### src/sv/two_key_click_longpress_classifier_core_defines.svh
// assertion macros used by the classifier core rtl file
`ifndef TWO_KEY_CLICK_LONGPRESS_CLASSIFIER_CORE_DEFINES_SVH
`define TWO_KEY_CLICK_LONGPRESS_CLASSIFIER_CORE_DEFINES_SVH

`ifndef SYNTHESIS
`define TKC_ASSERT(lbl, prop, msg) \
  lbl: assert property (@(posedge clk) disable iff (!rst_n) prop) else $error(msg);
`define TKC_ASSERT_ALWAYS(lbl, prop, msg) \
  lbl: assert property (@(posedge clk) prop) else $error(msg);
`else
`define TKC_ASSERT(lbl, prop, msg)
`define TKC_ASSERT_ALWAYS(lbl, prop, msg)
`endif

`endif

### src/sv/tkc_pkg.sv
package tkc_pkg;

  localparam int unsigned CNT_W = 8;
  localparam int unsigned EV_W  = 4;
  localparam int unsigned KEY_W = 2;
  localparam int unsigned CFG_IDX_W = 2;

  typedef logic [CNT_W-1:0] cnt_t;
  typedef logic [EV_W-1:0]  ev_t;
  typedef logic [KEY_W-1:0] key_t;
  typedef logic [CFG_IDX_W-1:0] cfg_idx_t;

  localparam key_t KEY_NONE = 2'd0;
  localparam key_t KEY_1    = 2'd1;
  localparam key_t KEY_2    = 2'd2;
  localparam key_t KEY_BOTH = 2'd3;

  localparam ev_t EV_NONE    = 4'd0;
  localparam ev_t EV_K1_BASE = 4'd0;
  localparam ev_t EV_K2_BASE = 4'd4;
  localparam ev_t EV_LONG    = 4'd4;

  localparam cfg_idx_t CFG_DEBOUNCE = 2'd0;
  localparam cfg_idx_t CFG_LONG     = 2'd1;
  localparam cfg_idx_t CFG_GAP      = 2'd2;

  localparam cnt_t DEBOUNCE_RST = 8'd5;
  localparam cnt_t LONG_RST     = 8'd200;
  localparam cnt_t GAP_RST      = 8'd100;

  typedef struct packed {
    cnt_t debounce_ticks;
    cnt_t long_ticks;
    cnt_t gap_ticks;
  } tkc_cfg_t;

  typedef struct packed {
    cnt_t press_count;
    cnt_t release_count;
    cnt_t gap_count;
    cnt_t click_tally;
    logic pressed_flag;
    logic repeat_flag;
    logic long_flag;
    key_t pending_key;
    key_t held_code;
  } tkc_state_t;

endpackage

### src/sv/tkc_in_if.sv
interface tkc_in_if;
  logic valid;
  logic ready;
  logic key1_pin;
  logic key2_pin;

  modport source (output valid, output key1_pin, output key2_pin, input ready);
  modport sink (input valid, input key1_pin, input key2_pin, output ready);
endinterface

### src/sv/tkc_out_if.sv
interface tkc_out_if;
  logic       valid;
  logic       ready;
  logic [3:0] event_res;

  modport source (output valid, output event_res, input ready);
  modport sink (input valid, input event_res, output ready);
endinterface

### src/sv/tkc_step.sv
module tkc_step (
  input  tkc_pkg::tkc_state_t cur_st,
  input  tkc_pkg::tkc_cfg_t   cfg,
  input  logic                key1_pin,
  input  logic                key2_pin,
  output tkc_pkg::tkc_state_t nxt_st,
  output tkc_pkg::ev_t        ev
);
  import tkc_pkg::*;

  tkc_state_t s;
  ev_t        e;
  key_t       code;
  key_t       kc;
  ev_t        base;
  logic       rep;
  logic       act;

  always_comb begin
    s    = cur_st;
    e    = EV_NONE;
    code = {~key2_pin, ~key1_pin};
    kc   = KEY_NONE;
    base = EV_K1_BASE;
    rep  = 1'b0;
    act  = 1'b0;

    // debounce
    if (code != KEY_NONE) begin
      s.press_count = s.press_count + 8'd1;
      if (s.press_count > cfg.debounce_ticks) begin
        if (s.pressed_flag) begin
          s.repeat_flag = 1'b1;
        end else begin
          s.pressed_flag = 1'b1;
        end
        s.pending_key = KEY_NONE;
        s.held_code   = code;
        s.press_count = '0;
        s.gap_count   = '0;
      end
    end else begin
      s.press_count = '0;
    end

    unique case (s.held_code)
      KEY_1: begin
        kc   = KEY_1;
        base = EV_K1_BASE;
        rep  = 1'b1;
        act  = 1'b1;
      end
      KEY_2: begin
        kc   = KEY_2;
        base = EV_K2_BASE;
        rep  = 1'b0;
        act  = 1'b1;
      end
      default: begin
        kc  = KEY_NONE;
        act = 1'b0;
      end
    endcase

    if (s.pressed_flag) begin
      s.release_count = s.release_count + 8'd1;
      if (act) begin
        if (code == KEY_NONE) begin
          if (s.release_count > cfg.long_ticks) begin
            s.release_count = cfg.long_ticks + 8'd1;
          end
          if (s.pending_key == kc) begin
            s.gap_count = s.gap_count + 8'd1;
            if (s.gap_count > cfg.gap_ticks) begin
              if (s.click_tally >= 8'd1 && s.click_tally <= 8'd3) begin
                e = base + s.click_tally[EV_W-1:0];
              end
              s.click_tally  = '0;
              s.gap_count    = '0;
              s.pressed_flag = 1'b0;
              s.pending_key  = KEY_NONE;
              s.repeat_flag  = 1'b0;
            end
          end else if (s.release_count < cfg.long_ticks && !s.long_flag) begin
            s.pending_key = kc;
            if (s.repeat_flag) begin
              s.click_tally = s.click_tally + 8'd1;
            end else begin
              s.click_tally = 8'd1;
            end
            s.release_count = '0;
            s.repeat_flag   = 1'b0;
          end else begin
            s.long_flag     = 1'b0;
            s.release_count = '0;
            s.pressed_flag  = 1'b0;
            s.repeat_flag   = 1'b0;
          end
        end else if (code == kc) begin
          if (s.release_count > cfg.long_ticks && (rep || !s.long_flag)) begin
            e               = base + EV_LONG;
            s.release_count = '0;
            s.repeat_flag   = 1'b0;
            s.gap_count     = '0;
            s.pending_key   = KEY_NONE;
            s.long_flag     = 1'b1;
          end
        end
      end
    end

    // key 1 gap counter takes a second step
    if (s.pending_key == KEY_1) begin
      s.gap_count = s.gap_count + 8'd1;
    end

    nxt_st = s;
    ev     = e;
  end

endmodule

### src/sv/two_key_click_longpress_classifier_core.sv
// Classifies two active-low keys into click and long-press events. Every accepted
// input transfer is one scan tick and yields exactly one result transfer carrying
// event_res (0 none, 1-3 key 1 clicks, 4 key 1 long, 5-7 key 2 clicks, 8 key 2
// long). The block takes one tick per cycle while the output is not stalled: a
// tick is held in an input register, and from there the debounce, hold and gap
// counters are updated in one step as the event moves into the output register.
// A stalled output holds one result and one further tick before input ready drops.
// Configuration registers take effect for the next tick; the user must write them
// only while no tick is in flight, as the block itself does not enforce it.
`include "two_key_click_longpress_classifier_core_defines.svh"

module two_key_click_longpress_classifier_core (
  input  logic                   clk,
  input  logic                   rst_n,
  tkc_in_if.sink                 in_ch,
  tkc_out_if.source              out_ch,
  input  logic                   cfg_we,
  input  tkc_pkg::cfg_idx_t      cfg_idx,
  input  logic [7:0]             cfg_wdata
);
  import tkc_pkg::*;

  tkc_cfg_t   cfg_r;
  tkc_state_t st_r;
  tkc_state_t st_nxt;
  ev_t        ev_nxt;

  logic s1_valid_r;
  logic s1_k1_r;
  logic s1_k2_r;
  logic out_valid_r;
  ev_t  out_event_r;
  logic adv;
  logic in_xfer;

  assign adv          = s1_valid_r && (!out_valid_r || out_ch.ready);
  assign in_ch.ready  = !s1_valid_r || adv;
  assign in_xfer      = in_ch.valid && in_ch.ready;
  assign out_ch.valid = out_valid_r;
  assign out_ch.event_res = out_event_r;

  always_ff @(posedge clk) begin
    if (!rst_n) begin
      cfg_r.debounce_ticks <= DEBOUNCE_RST;
      cfg_r.long_ticks     <= LONG_RST;
      cfg_r.gap_ticks      <= GAP_RST;
    end else if (cfg_we) begin
      unique case (cfg_idx)
        CFG_DEBOUNCE: cfg_r.debounce_ticks <= cfg_wdata;
        CFG_LONG:     cfg_r.long_ticks     <= cfg_wdata;
        CFG_GAP:      cfg_r.gap_ticks      <= cfg_wdata;
        default: ;
      endcase
    end
  end

  always_ff @(posedge clk) begin
    if (!rst_n) begin
      s1_valid_r <= 1'b0;
    end else if (in_xfer) begin
      s1_valid_r <= 1'b1;
    end else if (adv) begin
      s1_valid_r <= 1'b0;
    end
  end

  always_ff @(posedge clk) begin
    if (in_xfer) begin
      s1_k1_r <= in_ch.key1_pin;
      s1_k2_r <= in_ch.key2_pin;
    end
  end

  tkc_step u_step (
    .cur_st   (st_r),
    .cfg      (cfg_r),
    .key1_pin (s1_k1_r),
    .key2_pin (s1_k2_r),
    .nxt_st   (st_nxt),
    .ev       (ev_nxt)
  );

  always_ff @(posedge clk) begin
    if (!rst_n) begin
      st_r <= '0;
    end else if (adv) begin
      st_r <= st_nxt;
    end
  end

  always_ff @(posedge clk) begin
    if (!rst_n) begin
      out_valid_r <= 1'b0;
    end else if (adv) begin
      out_valid_r <= 1'b1;
    end else if (out_ch.ready) begin
      out_valid_r <= 1'b0;
    end
  end

  always_ff @(posedge clk) begin
    if (adv) begin
      out_event_r <= ev_nxt;
    end
  end

  `TKC_ASSERT(a_state_hold, !adv |=> $stable(st_r), "state changed without a tick")
  `TKC_ASSERT(a_tick_kept, s1_valid_r && !adv |=> s1_valid_r, "buffered tick dropped")
  `TKC_ASSERT(a_pending_legal, st_r.pending_key != KEY_BOTH, "pending key names both keys")
  `TKC_ASSERT(a_result_follows, adv |=> out_valid_r, "tick update produced no result")

endmodule
### src/flat_wrapper.sv
// flat-port wrapper written by rule: the top's interface ports become plain ports
module two_key_click_longpress_classifier_core_flat import tkc_pkg::*;
  (clk, rst_n, cfg_we, cfg_idx, cfg_wdata, in_ch_valid, in_ch_key1_pin, in_ch_key2_pin, in_ch_ready, out_ch_valid, out_ch_event_res, out_ch_ready);
  tkc_in_if in_ch_i ();
  tkc_out_if out_ch_i ();
  input  logic clk;
  input  logic rst_n;
  input  logic cfg_we;
  input  tkc_pkg::cfg_idx_t cfg_idx;
  input  logic [7:0] cfg_wdata;
  input wire logic [$bits(in_ch_i.valid)-1:0] in_ch_valid;
  input wire logic [$bits(in_ch_i.key1_pin)-1:0] in_ch_key1_pin;
  input wire logic [$bits(in_ch_i.key2_pin)-1:0] in_ch_key2_pin;
  output wire logic [$bits(in_ch_i.ready)-1:0] in_ch_ready;
  output wire logic [$bits(out_ch_i.valid)-1:0] out_ch_valid;
  output wire logic [$bits(out_ch_i.event_res)-1:0] out_ch_event_res;
  input wire logic [$bits(out_ch_i.ready)-1:0] out_ch_ready;
  assign in_ch_i.valid = in_ch_valid;
  assign in_ch_i.key1_pin = in_ch_key1_pin;
  assign in_ch_i.key2_pin = in_ch_key2_pin;
  assign in_ch_ready = in_ch_i.ready;
  assign out_ch_valid = out_ch_i.valid;
  assign out_ch_event_res = out_ch_i.event_res;
  assign out_ch_i.ready = out_ch_ready;
  two_key_click_longpress_classifier_core u_core (.clk(clk), .rst_n(rst_n), .in_ch(in_ch_i), .out_ch(out_ch_i), .cfg_we(cfg_we), .cfg_idx(cfg_idx), .cfg_wdata(cfg_wdata));
endmodule
### config.mk
export PLATFORM = sky130hd
export DESIGN_NAME = two_key_click_longpress_classifier_core_flat
export DESIGN_NICKNAME = d
export VERILOG_FILES = /design/src/sv/tkc_pkg.sv /design/src/sv/tkc_in_if.sv /design/src/sv/tkc_out_if.sv /design/src/sv/tkc_step.sv /design/src/sv/two_key_click_longpress_classifier_core.sv /design/src/flat_wrapper.sv
export VERILOG_INCLUDE_DIRS = /design/src /design/src/sv
export SDC_FILE = /design/constraint.sdc
export NUM_CORES = 1
export LEC_CHECK = 0
export BUFFER_PORTS_ARGS = -buffer_cell sky130_fd_sc_hd__buf_2
export CORE_AREA = 2 2 114 116
export DETAILED_ROUTE_END_ITERATION = 10
export DIE_AREA = 0 0 116 118
export GPL_TIMING_DRIVEN = 0
export REMOVE_ABC_BUFFERS = 1
export SKIP_CTS_REPAIR_TIMING = 1
export SLEW_MARGIN = 10
export SYNTH_ARGS = -nofsm -noshare
export SYNTH_HDL_FRONTEND = slang
export SYNTH_SLANG_ARGS = --single-unit
### constraint.sdc
create_clock -name clk -period 5 [get_ports clk]
set_input_delay 0.5 -clock clk [delete_from_list [all_inputs] [get_ports clk]]
set_output_delay 0.5 -clock clk [all_outputs]
set_load 0.02 [all_outputs]
# Word level (Yosys, flattened, before mapping)
# Cells that the tools add are included.
[totals]
input_bits = 17
ff_bits = 71
elab_cells = 119
out_inout_bits = 6
[op_classes]
n_bitwise = 2
add_sub_neg = 8
eq_ne = 10
reduce_logical = 27
muxes = 49
magnitude_cmp = 6
[ops]
columns = ["cell", "count"]
rows = [
  ["2-to-1 mux 8 bit", 13],
  ["adder 8 x 1 -> 8 bit, second input constant", 6],
  ["2-to-1 mux 16 bit", 3],
  ["2-to-1 mux 4 bit", 11],
  ["2-to-1 mux 29 bit", 1],
  ["greater-than comparator 8 bit", 3],
  ["2-to-1 mux 21 bit", 1],
  ["2-to-1 mux 18 bit", 1],
  ["nonzero test 2 bit", 6],
  ["2-to-1 mux 1 bit", 10],
  ["2-to-1 mux 10 bit", 1],
  ["2-to-1 mux 2 bit", 5],
  ["AND reduction 2 bit", 5],
  ["2-to-1 mux 9 bit", 1],
  [">= comparator 8 x 1 -> 1 bit, second input constant", 1],
  ["<= comparator 8 x 2 -> 1 bit, second input constant", 1],
  ["less-than comparator 8 bit", 1],
  ["AND reduction 7 bit", 1],
  ["equality test 2 x 1 -> 1 bit, second input constant", 3],
  ["AND reduction 6 bit", 1],
  ["logical AND 1 bit", 5],
  ["adder 4 x 3 -> 4 bit, second input constant", 1],
  ["adder 4 bit", 1],
  ["equality test 2 bit", 2],
  ["other kinds (10)", 18],
]

# Logic depth before layout (Yosys ltp)
# Gate-level depths: netlist of run 1.
[logic_depth]
ltp_word = 18
mapped_depth = 28
depth_no_buf = 27

# Modules after synthesis
# Synthesis of run 1 repeated with hierarchy kept, for this count alone.
[hier_totals]
hier_cells = 683
area_unflattened_um2 = 5467.7
[modules_own_cells]
columns = ["module", "seq_area_each_um2", "cells_each", "n_inst", "area_per_inst_um2"]
rows = [
  ["tkc_step", 0.0, 408, 1, 2817.7],
  ["two_key_click_longpress_classifier_core", 1481.4, 275, 1, 2650.0],
]

# Worst setup path before layout of run 1
# Ideal clock, no wire load.
[synth_timing]
path_type = "reg2reg"
start = "register u_core.st_r[31] (netlist name)"
end = "register u_core.st_r[21] (netlist name)"
setup_time_ps = 74
t_arrival_ps = 5313
stages_incl_launch_ff = 29
path_slack_ps = -387
period_less_slack_ps = 5387
required_ps = 4926
path_buffers = 1
path_cell_list = "dfxtp_1 -> nand3_1 -> nor2_1 -> nand3_1 -> xnor2_1 -> ha_1 -> nand4_1 -> o21ai_1 -> o22a_2 -> clkbuf_1 -> nand2_1 -> inv_1 -> ha_1 -> nand3_1 -> inv_1 -> nand3_1 -> xor2_1 -> nor2_1 -> ha_1 -> a21o_1 -> a22oi_1 -> a32oi_1 -> a21oi_2 -> nand2_4 -> o221a_2 -> nor3b_2 -> nand4_4 -> or3b_1 -> a31oi_1"
[synth_via]
elab_chain_len = 15
elab_cells_between_ends = 36
classes_between = "add/sub (3); order compare (2); eq/ne (5); mux (23); reduce/logical (3)"
[synth_rtl]
columns = ["item", "line", "text"]
rows = [
  ["from (decl)", "two_key_click_longpress_classifier_core.sv:24", "tkc_state_t st_r;"],
  ["from (signal assigned)", "two_key_click_longpress_classifier_core.sv:87", "st_r <= st_nxt;"],
  ["adder 8 x 1 -> 8 bit (*)", "tkc_step.sv:30", "s.press_count = s.press_count + 8'd1;"],
  ["greater-than comparator 8 bit (*)", "tkc_step.sv:31", "if (s.press_count > cfg.debounce_ticks) begin"],
  ["branches (longest 10 deep; another with adder 8 x 1 -> 8 bit)", "--", ""],
  ["2-to-1 mux 21 bit (*)", "tkc_step.sv:65", "if (s.pressed_flag) begin"],
  ["adder 8 x 1 -> 8 bit or equality test 2 x 1 -> 1 bit (tied branches)", "tkc_step.sv:114, tkc_step.sv:113", ""],
  ["2-to-1 mux 8 bit (*)", "tkc_step.sv:113", "if (s.pending_key == KEY_1) begin"],
]
# Every way passes the cells marked *. The select of a mux whose other input is x is not followed.
# A chain may end at the register's enable or synchronous reset.

# Final worst setup path of run 1
# Same ends and word-level chain as after synthesis.

==> results of run 1 <==
[flip-flops by register name, indices dropped and copies added (netlist names)]
register / count
u_core.cfg_r: 24
u_core.out_ch.event_res: 4
u_core.out_ch.valid: 1
u_core.s1_k1_r: 1
u_core.s1_k2_r: 1
u_core.s1_valid_r: 1
u_core.st_r: 39
[cells in the mapped netlist (all sizes together) (15+ instances only)]
master,instances,area [µm²]
nor2,92,345
a21oi,45,233
mux2i,15,150
ha,42,526
o21ai,39,199
dfxtp,65,1300
nand2,49,191
xor2,17,149
nor3,17,85.1
clkbuf,20,75.1
nand3,27,135
inv,45,169
[metrics by stage]
step | cells | cell area (µm²)
2_1_floorplan | 595 | 4790
3_3_place_gp | 789 | 5110
3_5_place_dp | 792 | 5160
4_1_cts | 808 | 5430
5_1_grt | 838 | 6000
6_report | 838 | 6000
[worst max-delay path by stage]
stage | from | end | slack, ns | cells after the start
2_1_floorplan | u_core.st_r[23] | u_core.st_r[21] | -0.19 | 21
6_report | u_core.st_r[31] | u_core.st_r[21] | -0.31 | 27
4_1_cts | u_core.st_r[31] | u_core.st_r[21] | -1.04 | 27
5_1_grt | u_core.st_r[31] | u_core.st_r[21] | -0.69 | 27
3_5_place_dp | u_core.st_r[31] | u_core.st_r[21] | -1.01 | 27
3_3_place_gp | u_core.st_r[23] | u_core.st_r[21] | -1.13 | 21
[worst register-to-register path: cells and delay by family (launching register included)]
family                     cells  cell delay (ns)
AOI/OAI and AO/OA              7             1.58
xor gates and xnor gates       2             0.32
adders and majority gates      3             0.85
buffers and inverters          2             0.11
DFF                            1             0.39
and+or+nand+nor               13             1.98
[routing by layer]
layer,GRT usage (%),vias up,share of wire (%)
li1,-,2285,-
met1,22.7,2105,45
met2,29.6,97,49
met3,3.09,19,4.0
met4,7.22,0,2.1
met5,0,-,0
[logic make-up after synthesis]
| kind of cell | share of synthesized area (%) |
|---|---|
| muxes | 3.84 |
| buffers and inverters | 5.41 |
| and+or+nand+nor | 24.4 |
| xor gates and xnor gates | 5.56 |
| DFF | 30.3 |
| adders and majority gates | 10.8 |
| AOI/OAI and AO/OA | 19.7 |
[cell type report]
class	count	area, µm²	area share, %
clock inverters	7	45.0	0.751
multi-input cells	480	3450	57.6
repair buffers	54	385	6.43
well taps	172	215	3.59
clock buffers	9	225	3.76
flip-flops and latches	71	1500	25.0
inverters	45	171	2.86
[power breakdown]
part           internal (mW)  switching [mW]
clock network          0.337           0.261
registers              0.588          0.0171
logic                 0.0885           0.134
total                   1.01           0.412
==> out/metrics.json, run 1 <==
{
  "status": "complete, but fails checks",
  "violations_in_the_final_reports": "setup timing",
  "worst_rel_slew_slack_pct": 44.1,
  "cp_slowest_stage_delay_ns": 0.39,
  "cts_sinks": 71,
  "cts_made_buffers": 9,
  "antenna_cells_inserted": 0,
  "detailedRoute.firstIterationViolations": 248,
  "routed-via-count": 4506,
  "worst_setup_start_kind": "flip-flop",
  "synth_area_per_cell_um2": 7.90,
  "reg2regPathDepth": 27,
  "critical_path_required_ns": 5.26,
  "globalRoute.totalOverflow": 0,
  "max-vdd-ir-drop_v": 0.000138,
  "synth_enable_flop_cells": 6,
  "nets": 720,
  "worstMarginPinSlew_ns": 0.837,
  "reg2reg_setup_slack_ns": -0.31,
  "post-dp-hpwl_um": 8770,
  "clk_transition_reported_paths_ns": 0.06,
  "final_layout_size_suffix_gt1_share_pct": 21.6,
  "per_cell_routed_wire_length_um": 14.8,
  "sequential_cell_area_fraction_in_the_yosys_report_pct": 30.3,
  "fp.dieArea_mm2": 0.0137,
  "clock_tree.htree_level_count": 3,
  "setup_tns_ns": -1.55,
  "cts_tree": "done",
  "routed_wirelength_um": 12400,
  "reg2reg_from": "u_core.st_r[31]",
  "start_util_pct": 39.3,
  "critical-path-slowest-cell": "dfxtp_4",
  "final_cell_mix": "nor2_1 (88), dfxtp_1 (59), nand2_1 (45), inv_1 (41), a21oi_1 (39)",
  "hold_path_end": "u_core.s1_k2_r",
  "remaining_drc_errors": 0,
  "timing.final.hold_violations": 0,
  "port_buffers": 22,
  "worstPathBufferInverterCount": 2,
  "synth-seq-cells": 71,
  "yosysWarnings": 0,
  "place_congestion": 0.847,
  "cts_root_buf": "clkbuf_16",
  "r2r_end": "u_core.st_r[21]",
  "timing.final.max_slew_violations": 0,
  "hold-path-cell-count": 1,
  "mostFrequentLayoutCell": "nor2_1",
  "place_worst_setup_slack_ns": -1.01,
  "fin_crit_ns": 5.31,
  "grt_start_max_net_pins": 30,
  "drt.antenna.violating_nets": 0,
  "num-fill-cells": 1275,
  "worst_hold_startpoint": "in_ch_key2_pin",
  "clock.fmax_ghz": 0.188,
  "leakagePower_nw": 2.48,
  "dieHeight_um": 118,
  "syn2layout_area_growth_pct": 22.8,
  "synth_top_flop_cell": "dfxtp_1",
  "post_synth_inst_count": 618,
  "grt_pass1_wl_um": 19800,
  "async_flop_share_pct": 0,
  "number_of_detailed_routing_iterations_run_before_antenna_repair": 4,
  "clk_latency_ns": 0.33,
  "antenna_found_initial": 0,
  "floorplan.die.width_um": 116,
  "groute.usage.overall_pct": 17.8,
  "power.density_mw_per_mm2": 238,
  "clock-skew-final_ns": 0.00564,
  "via_count_of_the_first_global_routing_pass": 4265,
  "timing.setup.critical_path_class": "flip-flop to flip-flop",
  "io_pins": 23,
  "path_max_fanout": 7,
  "setup_violations_final": 8,
  "timing.critical_path.to_type": "flip-flop",
  "synth_cell_type_count": 67,
  "rows": 41,
  "route.detailed.vias_per_inst": 5.38,
  "worst-endpoint-arrival_ns": 5.57,
  "cts-root-to-sink-buffers": 2,
  "fin_crit_sh_pct": 106,
  "synth.cell_area_mm2": 0.00488,
  "rsz0062_at_grt": "yes",
  "hold_ws_ns": 0.337,
  "worst_hold_path_type": "input port to flip-flop",
  "totalPowerFinal_mw": 1.43,
  "kind_of_cell_adding_the_most_delay_to_the_critical_path": "simple AND/OR/NAND/NOR gates",
  "layout.core_utilization_pct": 48.3,
  "cap_violations": 0,
  "timing.final.ws_setup_ns": -0.312,
  "core_area_mm2": 0.0124
}
Power figures use the tool's default switching activity.
==> run 2, diff against run 1 <==
--- a/config.mk
+++ b/config.mk
@@ -7,9 +7,9 @@
 export NUM_CORES = 1
 export LEC_CHECK = 0
 export BUFFER_PORTS_ARGS = -buffer_cell sky130_fd_sc_hd__buf_2
-export CORE_AREA = 2 2 114 116
+export CORE_AREA = 2 2 104 127
 export DETAILED_ROUTE_END_ITERATION = 10
-export DIE_AREA = 0 0 116 118
+export DIE_AREA = 0 0 106 129
 export GPL_TIMING_DRIVEN = 0
 export REMOVE_ABC_BUFFERS = 1
 export SKIP_CTS_REPAIR_TIMING = 1
==> run 2 against run 1 <==
Compared with the run above: the flow still finishes with violations (setup timing); total power increased by 10%; design area increased by 0.67%; wire length increased by 1.5%; via count about the same; register-to-register slack improved by 0.07 ns; cell count decreased by 1.8%; sequential power about the same; largest power group is now the clock network; highest routed layer unchanged.
==> out/metrics.json, run 2 (same netlist as run 1, synthesis figures left out) <==
{
  "place_congestion": {"value": 0.907, "change": "+7.0%"},
  "detailedRoute.firstIterationViolations": {"value": 209, "change": "-16%"},
  "drt.antenna.violating_nets": {"value": 0, "change": "unchanged"},
  "status": "complete, but fails checks",
  "critical-path-slowest-cell": "dfxtp_4",
  "io_pins": {"value": 23, "change": "unchanged"},
  "timing.final.hold_violations": {"value": 0, "change": "unchanged"},
  "violations_in_the_final_reports": "setup timing",
  "detailroute.wirelength.met2": {"value": 6500, "unit": "µm", "change": "+6.7%"},
  "wirelength_met1": {"value": 5440, "unit": "µm", "change": "-2.7%"},
  "dieHeight": {"value": 129, "unit": "µm", "change": "+9.3%"},
  "timing.critical_path.to_type": "flip-flop",
  "hold_ws": {"value": 0.337, "unit": "ns", "change": "+0.000686 ns"},
  "clock.fmax": {"value": 0.191, "unit": "GHz", "change": "+1.3%"},
  "design_area": {"value": 0.00604, "unit": "mm²", "change": "+0.67%"},
  "core_area": {"value": 0.0124, "unit": "mm²", "change": "+0.23%"},
  "path_max_fanout": {"value": 4, "change": "-3"},
  "mostFrequentLayoutCell": "nor2_1",
  "clk_latency": {"value": 0.33, "unit": "ns", "change": "about the same"},
  "fin_crit_sh": {"value": 105, "unit": "%", "change": "-1.4 points"},
  "fin_crit": {"value": 5.24, "unit": "ns", "change": "-0.0689 ns"},
  "floorplan.die.width": {"value": 106, "unit": "µm", "change": "-8.6%"},
  "power.density": {"value": 260, "unit": "mW/mm²", "change": "+9.3%"},
  "largest_register": "u_core.st_r",
  "setup_violations_final": {"value": 7, "change": "-1"},
  "r2r_end": "u_core.st_r[21]",
  "groute.usage.overall": {"value": 18.2, "unit": "%", "change": "+0.37 points"},
  "antenna_found_initial": {"value": 0, "change": "unchanged"},
  "grt_pass1_wl": {"value": 20300, "unit": "µm", "change": "+2.4%"},
  "grt_start_max_net_pins": {"value": 42, "change": "+40%"},
  "reg2reg_setup_slack": {"value": -0.24, "unit": "ns", "change": "+0.07 ns"},
  "start_util": {"value": 39.2, "unit": "%", "change": "-0.091 points"},
  "placed_cells_incl_taps": {"value": 783, "change": "-1.1%"},
  "fp.dieArea": {"value": 0.0137, "unit": "mm²", "change": "-0.10%"},
  "routed-via-count": {"value": 4508, "change": "+0.044%"},
  "cts-root-to-sink-buffers": {"value": 2, "change": "unchanged"},
  "worst_hold_path_type": "input port to flip-flop",
  "critical_path_required": {"value": 5.26, "unit": "ns", "change": "about the same"},
  "cts_root_buf": "clkbuf_16",
  "syn2layout_area_growth_pct": 23.6,
  "per_cell_routed_wire_length": {"value": 15.3, "unit": "µm", "change": "+3.4%"},
  "port_buffers": {"value": 22, "change": "unchanged"},
  "worst_hold_startpoint": "in_ch_key2_pin",
  "globalRoute.totalOverflow": {"value": 0, "change": "unchanged"},
  "clock-skew-final": {"value": 0.00748, "unit": "ns", "change": "+0.00183 ns"},
  "rsz0062_at_grt": "yes",
  "remaining_drc_errors": {"value": 0, "change": "unchanged"},
  "timing.setup.critical_path_class": "flip-flop to flip-flop",
  "post-dp-hpwl": {"value": 8820, "unit": "µm", "change": "+0.55%"},
  "final_cell_mix": "nor2_1 (87), dfxtp_1 (57), nand2_1 (44), a21oi_1 (41), inv_1 (41)",
  "totalPowerFinal": {"value": 1.57, "unit": "mW", "change": "+10%"},
  "route.detailed.vias_per_inst": {"value": 5.48, "change": "+1.9%"},
  "largest_register_ffs": {"value": 39, "change": "unchanged"},
  "cts_made_buffers": {"value": 9, "change": "unchanged"},
  "number_of_detailed_routing_iterations_run_before_antenna_repair": {"value": 6, "change": "+2"},
  "max-vdd-ir-drop": {"value": 0.000195, "unit": "V", "change": "+42%"},
  "dr_wl_met3": {"value": 339, "unit": "µm", "change": "-31%"},
  "hold-path-cell-count": {"value": 1, "change": "unchanged"},
  "via_count_of_the_first_global_routing_pass": {"value": 4360, "change": "+2.2%"},
  "cap_violations": {"value": 0, "change": "unchanged"},
  "clock_tree.htree_level_count": {"value": 3, "change": "unchanged"},
  "number_of_standard_cells_in_the_layout_taps_in_and_fillers_out": {"value": 823, "change": "-1.8%"},
  "cts_tree": "done",
  "worst_rel_slew_slack": {"value": 40.8, "unit": "%", "change": "-3.4 points"},
  "final_layout_size_suffix_gt1_share": {"value": 21.5, "unit": "%", "change": "-0.074 points"},
  "worst-endpoint-arrival": {"value": 5.50, "unit": "ns", "change": "-0.07 ns"},
  "hold_path_end": "u_core.s1_k2_r",
  "placed_cell_area": {"value": 0.00514, "unit": "mm²", "change": "-0.48%"},
  "timing.final.ws_setup": {"value": -0.243, "unit": "ns", "change": "+0.0689 ns"},
  "nets": {"value": 713, "change": "-0.97%"},
  "clk_transition_reported_paths": {"value": 0.06, "unit": "ns", "change": "about the same"},
  "leakagePower": {"value": 2.49, "unit": "nW", "change": "+0.32%"},
  "timing.final.max_slew_violations": {"value": 0, "change": "unchanged"},
  "reg2regPathDepth": {"value": 28, "change": "+3.7%"},
  "routed_wirelength": {"value": 12600, "unit": "µm", "change": "+1.5%"},
  "worst_setup_path_startpoint": "u_core.st_r[31]",
  "cp_slowest_stage_delay": {"value": 0.39, "unit": "ns", "change": "about the same"},
  "cts_sinks": {"value": 71, "change": "unchanged"},
  "reg2reg_from": "u_core.st_r[31]",
  "setup_tns": {"value": -1.14, "unit": "ns", "change": "+0.412 ns"},
  "topRoutingLayerUsed": "met4",
  "rows": {"value": 45, "change": "+9.8%"},
  "antenna_cells_inserted": {"value": 0, "change": "unchanged"},
  "worst_setup_start_kind": "flip-flop",
  "worstMarginPinSlew": {"value": 0.887, "unit": "ns", "change": "+0.0503 ns"}
}
run 2: cell count changes in the layout (fill, tap and decap cells not counted), moves of 3 or more:
cell	delta
o21ai_1	-3
buf_6	-4
o21ai_0	+3
buf_4	-5
run 2: worst max path at each step:
stage / end / slack, ns / cells past startpoint
final: u_core.st_r[21] / -0.24 / 28
after global routing: u_core.st_r[21] / -0.49 / 28
after CTS: u_core.st_r[21] / -1.17 / 27
after detailed placement: u_core.st_r[21] / -1.14 / 27
after global placement: u_core.st_r[21] / -1.16 / 21
after floorplan: u_core.st_r[21] / -0.19 / 21
run 2: report_power, final:
| part | leakage, nW | internal, mW | switching [mW] |
|---|---|---|---|
| clock network | 0.170 | 0.474 | 0.271 |
| registers | 0.592 | 0.588 | 0.0163 |
| logic | 1.72 | 0.0853 | 0.134 |
run 2: critical path: cells and delay by family (launching register included):
kind                       cells  cell delay (ns)
xor gates and xnor gates       2             0.32
buffers and inverters          3             0.28
AOI/OAI and AO/OA              7             1.33
DFF                            1             0.39
and+or+nand+nor               13             2.03
adders and majority gates      3             0.82
run 2: layout make-up:
type,count,area (µm²)
inverter,45,171
multi-input combinational,479,3460
fill,1180,6410
clock inverter,6,97.6
tap,164,205
sequential,71,1510
clock buffer,10,250
timing repair buffer,48,345
run 2: metal layers:
metal,vias up,global-route usage (%)
li1,2264,-
met1,2136,21.2
met2,84,32.8
met3,24,2.89
met4,0,8.36
met5,-,0
run 2: through the flow:
step                      setup WS, ns  util, %
final                           -0.243     48.5
after global routing            -0.489     48.5
after CTS                        -1.17     44.1
after detailed placement         -1.14     41.3
after global placement           -1.16     41.0
after floorplan                 -0.190        -
==> run 3, diff against run 2 <==
--- a/config.mk
+++ b/config.mk
@@ -7,13 +7,14 @@
 export NUM_CORES = 1
 export LEC_CHECK = 0
 export BUFFER_PORTS_ARGS = -buffer_cell sky130_fd_sc_hd__buf_2
-export CORE_AREA = 2 2 104 127
+export CORE_AREA = 2 2 110 134
 export DETAILED_ROUTE_END_ITERATION = 10
-export DIE_AREA = 0 0 106 129
+export DIE_AREA = 0 0 112 136
 export GPL_TIMING_DRIVEN = 0
 export REMOVE_ABC_BUFFERS = 1
 export SKIP_CTS_REPAIR_TIMING = 1
 export SLEW_MARGIN = 10
 export SYNTH_ARGS = -nofsm -noshare
 export SYNTH_HDL_FRONTEND = slang
+export SYNTH_HIERARCHICAL = 1
 export SYNTH_SLANG_ARGS = --single-unit
==> run 3 against run 2 <==
Compared with the run above: the flow now finishes without violations; fmax is 4.9% higher; synthesized cell count rose by 11%; design area up 11%; global-route usage down 0.53 points; synthesized area grew 12%; combinational power down 38%; register-to-register slack better by 0.25 ns; die area rose by 11%; wire length up 8.3%; largest cell class unchanged.
==> out/metrics.json, run 3 <==
{
  "timing.final.max_slew_violations": {"value": 0, "change": "unchanged"},
  "per_cell_routed_wire_length": {"value": 15.3, "unit": "µm", "change": "-0.29%"},
  "r2r_end": "u_core/st_r[20]",
  "drt.antenna.violating_nets": {"value": 0, "change": "unchanged"},
  "synth_cell_type_count": {"value": 80, "change": "+19%"},
  "async_flop_share": {"value": 0, "unit": "%", "change": "unchanged"},
  "cp_slowest_stage_delay": {"value": 0.38, "unit": "ns", "change": "about the same"},
  "cts_sinks": {"value": 71, "change": "unchanged"},
  "worst_hold_startpoint": "in_ch_key1_pin",
  "kind_of_cell_adding_the_most_delay_to_the_critical_path": "simple AND/OR/NAND/NOR gates",
  "net-switching-power": {"value": 0.359, "unit": "mW", "change": "-15%"},
  "clk_latency": {"value": 0.34, "unit": "ns", "change": "about the same"},
  "worst_setup_start_kind": "flip-flop",
  "reg2reg_setup_slack": {"value": 0.002, "unit": "ns", "change": "+0.25 ns"},
  "post-dp-hpwl": {"value": 9520, "unit": "µm", "change": "+7.9%"},
  "number_of_detailed_routing_iterations_run_before_antenna_repair": {"value": 5, "change": "-1"},
  "hold-path-cell-count": {"value": 1, "change": "unchanged"},
  "cts_made_buffers": {"value": 9, "change": "unchanged"},
  "grt_start_max_net_pins": {"value": 63, "change": "+50%"},
  "cts-root-to-sink-buffers": {"value": 2, "change": "unchanged"},
  "worstPathBufferInverterCount": {"value": 3, "change": "unchanged"},
  "syn2layout_area_growth_pct": 22.3,
  "groute.usage.overall": {"value": 17.7, "unit": "%", "change": "-0.53 points"},
  "io_pins": {"value": 23, "change": "unchanged"},
  "timing.final.hold_violations": {"value": 0, "change": "unchanged"},
  "worst_rel_slew_slack": {"value": 45.1, "unit": "%", "change": "+4.3 points"},
  "rows": {"value": 48, "change": "+6.7%"},
  "dieHeight": {"value": 136, "unit": "µm", "change": "+5.4%"},
  "switching_share": {"value": 25.9, "unit": "%", "change": "-0.91 points"},
  "largest_register_ffs": {"value": 39, "change": "unchanged"},
  "path_max_fanout": {"value": 5, "change": "+1"},
  "setup_violations_final": {"value": 0, "change": "-7"},
  "post_synth_inst_count": {"value": 683, "change": "+11%"},
  "route.detailed.vias_per_inst": {"value": 5.49, "change": "+0.21%"},
  "place_congestion": {"value": 0.899, "change": "-0.82%"},
  "cts_tree": "done",
  "antenna_found_initial": {"value": 0, "change": "unchanged"},
  "synth.cells.most_frequent": "nand2_1 (125), dfxtp_1 (65), mux2i_1 (49), ha_1 (42), nand3_1 (42)",
  "start_util": {"value": 38.9, "unit": "%", "change": "-0.34 points"},
  "synth_top_flop_cell": "dfxtp_1",
  "sequential_cell_area_fraction_in_the_yosys_report": {"value": 27.1, "unit": "%", "change": "-3.2 points"},
  "globalRoute.totalOverflow": {"value": 0, "change": "unchanged"},
  "largest_register": "u_core/st_r",
  "timing.critical_path.to_type": "flip-flop",
  "port_buffers": {"value": 22, "change": "unchanged"},
  "via_count_of_the_first_global_routing_pass": {"value": 4568, "change": "+4.8%"},
  "remaining_drc_errors": {"value": 0, "change": "unchanged"},
  "num-fill-cells": {"value": 1336, "change": "+13%"},
  "clock.fmax": {"value": 0.200, "unit": "GHz", "change": "+4.9%"},
  "critical-path-slowest-cell": "dfxtp_4",
  "cts_root_buf": "clkbuf_16",
  "worst-endpoint-arrival": {"value": 5.27, "unit": "ns", "change": "-0.23 ns"},
  "design_area": {"value": 0.00669, "unit": "mm²", "change": "+11%"},
  "detailedRoute.firstIterationViolations": {"value": 204, "change": "-2.4%"},
  "p_seq_share": {"value": 42.8, "unit": "%", "change": "+4.3 points"},
  "reg2reg_from": "u_core/st_r[31]",
  "clock-skew-final": {"value": 0.00785, "unit": "ns", "change": "+0.000378 ns"},
  "leakagePower": {"value": 2.67, "unit": "nW", "change": "+7.4%"},
  "final_cell_mix": "nand2_1 (124), dfxtp_1 (57), mux2i_1 (49), inv_1 (38), ha_1 (36)",
  "yosysWarnings": {"value": 6, "change": "+6"},
  "core_area": {"value": 0.0141, "unit": "mm²", "change": "+13%"},
  "synth_enable_flop_cells": {"value": 6, "change": "unchanged"},
  "synth.cell_area": {"value": 0.00547, "unit": "mm²", "change": "+12%"},
  "timing.setup.critical_path_class": "flip-flop to flip-flop",
  "mostFrequentLayoutCell": "nand2_1",
  "cap_violations": {"value": 0, "change": "unchanged"},
  "intPower": {"value": 1.03, "unit": "mW", "change": "-10%"},
  "synth-seq-cells": {"value": 71, "change": "unchanged"},
  "synth_area_per_cell": {"value": 8.01, "unit": "µm²", "change": "+1.3%"},
  "reg2regPathDepth": {"value": 27, "change": "-3.6%"},
  "placed_cell_area": {"value": 0.00566, "unit": "mm²", "change": "+10%"},
  "placed_cells_incl_taps": {"value": 850, "change": "+8.6%"},
  "setup_tns": {"value": 0, "unit": "ns", "change": "+1.14 ns"},
  "fp.dieArea": {"value": 0.0152, "unit": "mm²", "change": "+11%"},
  "floorplan.die.width": {"value": 112, "unit": "µm", "change": "+5.7%"},
  "critical_path_required": {"value": 5.27, "unit": "ns", "change": "about the same"},
  "clock_tree.htree_level_count": {"value": 3, "change": "unchanged"},
  "fin_crit_sh": {"value": 100, "unit": "%", "change": "-4.9 points"},
  "power_frac_clock": {"value": 47.4, "unit": "%", "change": "about the same"},
  "hold_path_end": "u_core/s1_k1_r",
  "number_of_standard_cells_in_the_layout_taps_in_and_fillers_out": {"value": 894, "change": "+8.6%"},
  "synth_largest_area_cell": "dfxtp_1",
  "final_layout_size_suffix_gt1_share": {"value": 23.6, "unit": "%", "change": "+2.1 points"},
  "grt_pass1_wl": {"value": 22000, "unit": "µm", "change": "+8.2%"},
  "status": "completed",
  "worstMarginPinSlew": {"value": 0.822, "unit": "ns", "change": "-0.0651 ns"},
  "clk_transition_reported_paths": {"value": 0.06, "unit": "ns", "change": "about the same"},
  "antenna_cells_inserted": {"value": 0, "change": "unchanged"},
  "pwr-share-comb": {"value": 9.8, "unit": "%", "change": "-4.2 points"},
  "rsz0062_at_grt": "yes",
  "ys_top_cells_by_area": "dfxtp_1 (24%), ha_1 (9.6%), mux2i_1 (9.0%)",
  "routed-via-count": {"value": 4907, "change": "+8.9%"},
  "fin_crit": {"value": 5.00, "unit": "ns", "change": "-0.245 ns"},
  "power.density": {"value": 207, "unit": "mW/mm²", "change": "-20%"},
  "worst_hold_path_type": "input port to flip-flop",
  "nets": {"value": 773, "change": "+8.4%"},
  "cp_common_cell": "buf_4",
  "hold_ws": {"value": 0.328, "unit": "ns", "change": "-0.00922 ns"},
  "max-vdd-ir-drop": {"value": 0.000156, "unit": "V", "change": "-20%"},
  "synthDominantCellAreaShare": {"value": 23.8, "unit": "%", "change": "-2.8 points"},
  "count_leader_synth": "nand2_1",
  "routed_wirelength": {"value": 13700, "unit": "µm", "change": "+8.3%"}
}
## run 3: logic make-up (layout without fill, tap and decap cells)
kind of cell,Yosys count,after routing,share of synthesized area [%]
buf+inv,72,107,6.22
xor+xnor,33,33,5.42
flops,71,71,27.1
simple gates,290,290,25.9
compound gates,122,123,16.0
fa+ha+maj,42,42,9.61
mux,53,53,9.79
## run 3: per-stage QoR
stage               worst slack (ns)  total power, mW  util [%]
floorplan                     -0.407            0.680         -
global route                  -0.250             1.45      47.6
finish                       0.00246             1.39      47.6
global placement               -1.39            0.724      39.9
detailed placement             -1.02            0.726      40.3
CTS                            -1.07             1.39      42.4
## run 3: cell type report
class                           count  area (µm²)  share of cell area, %
Multi-Input combinational cell    541        4140                   61.9
Inverter                           40         150                   2.25
Timing Repair Buffer               51         375                   5.61
Clock buffer                        9         225                   3.37
Sequential cell                    71        1500                   22.5
Clock inverter                      7        77.6                   1.16
Tap cell                          175         219                   3.27
## run 3: how the worst max path moves through the flow
| stage | from | endpoint | cells after the start |
|---|---|---|---|
| 6_report | u_core/st_r[31] | u_core/st_r[20] | 27 |
| 5_1_grt | u_core/st_r[31] | u_core/st_r[19] | 26 |
| 4_1_cts | u_core/st_r[31] | u_core/st_r[22] | 25 |
| 3_5_place_dp | u_core/st_r[31] | u_core/st_r[22] | 25 |
| 3_3_place_gp | u_core/st_r[23] | u_core/st_r[19] | 22 |
| 2_1_floorplan | u_core/st_r[23] | u_core/st_r[19] | 22 |
## run 3: routing by layer
layer,up-vias,GRT usage (%),part of all wire (%)
li1,2478,-,-
met1,2317,20.8,43
met2,90,31.4,51
met3,22,3.74,3.5
met4,0,6.98,2.1
met5,-,0,0
## run 3: power groups by stage
stage	Sequential (mW)	Clock [mW]	Combinational, mW
after floorplan	0.607	0	0.0731
after global placement	0.607	0	0.117
after detailed placement	0.608	0	0.119
after CTS	0.595	0.678	0.119
after global routing	0.595	0.709	0.148
final	0.594	0.657	0.136
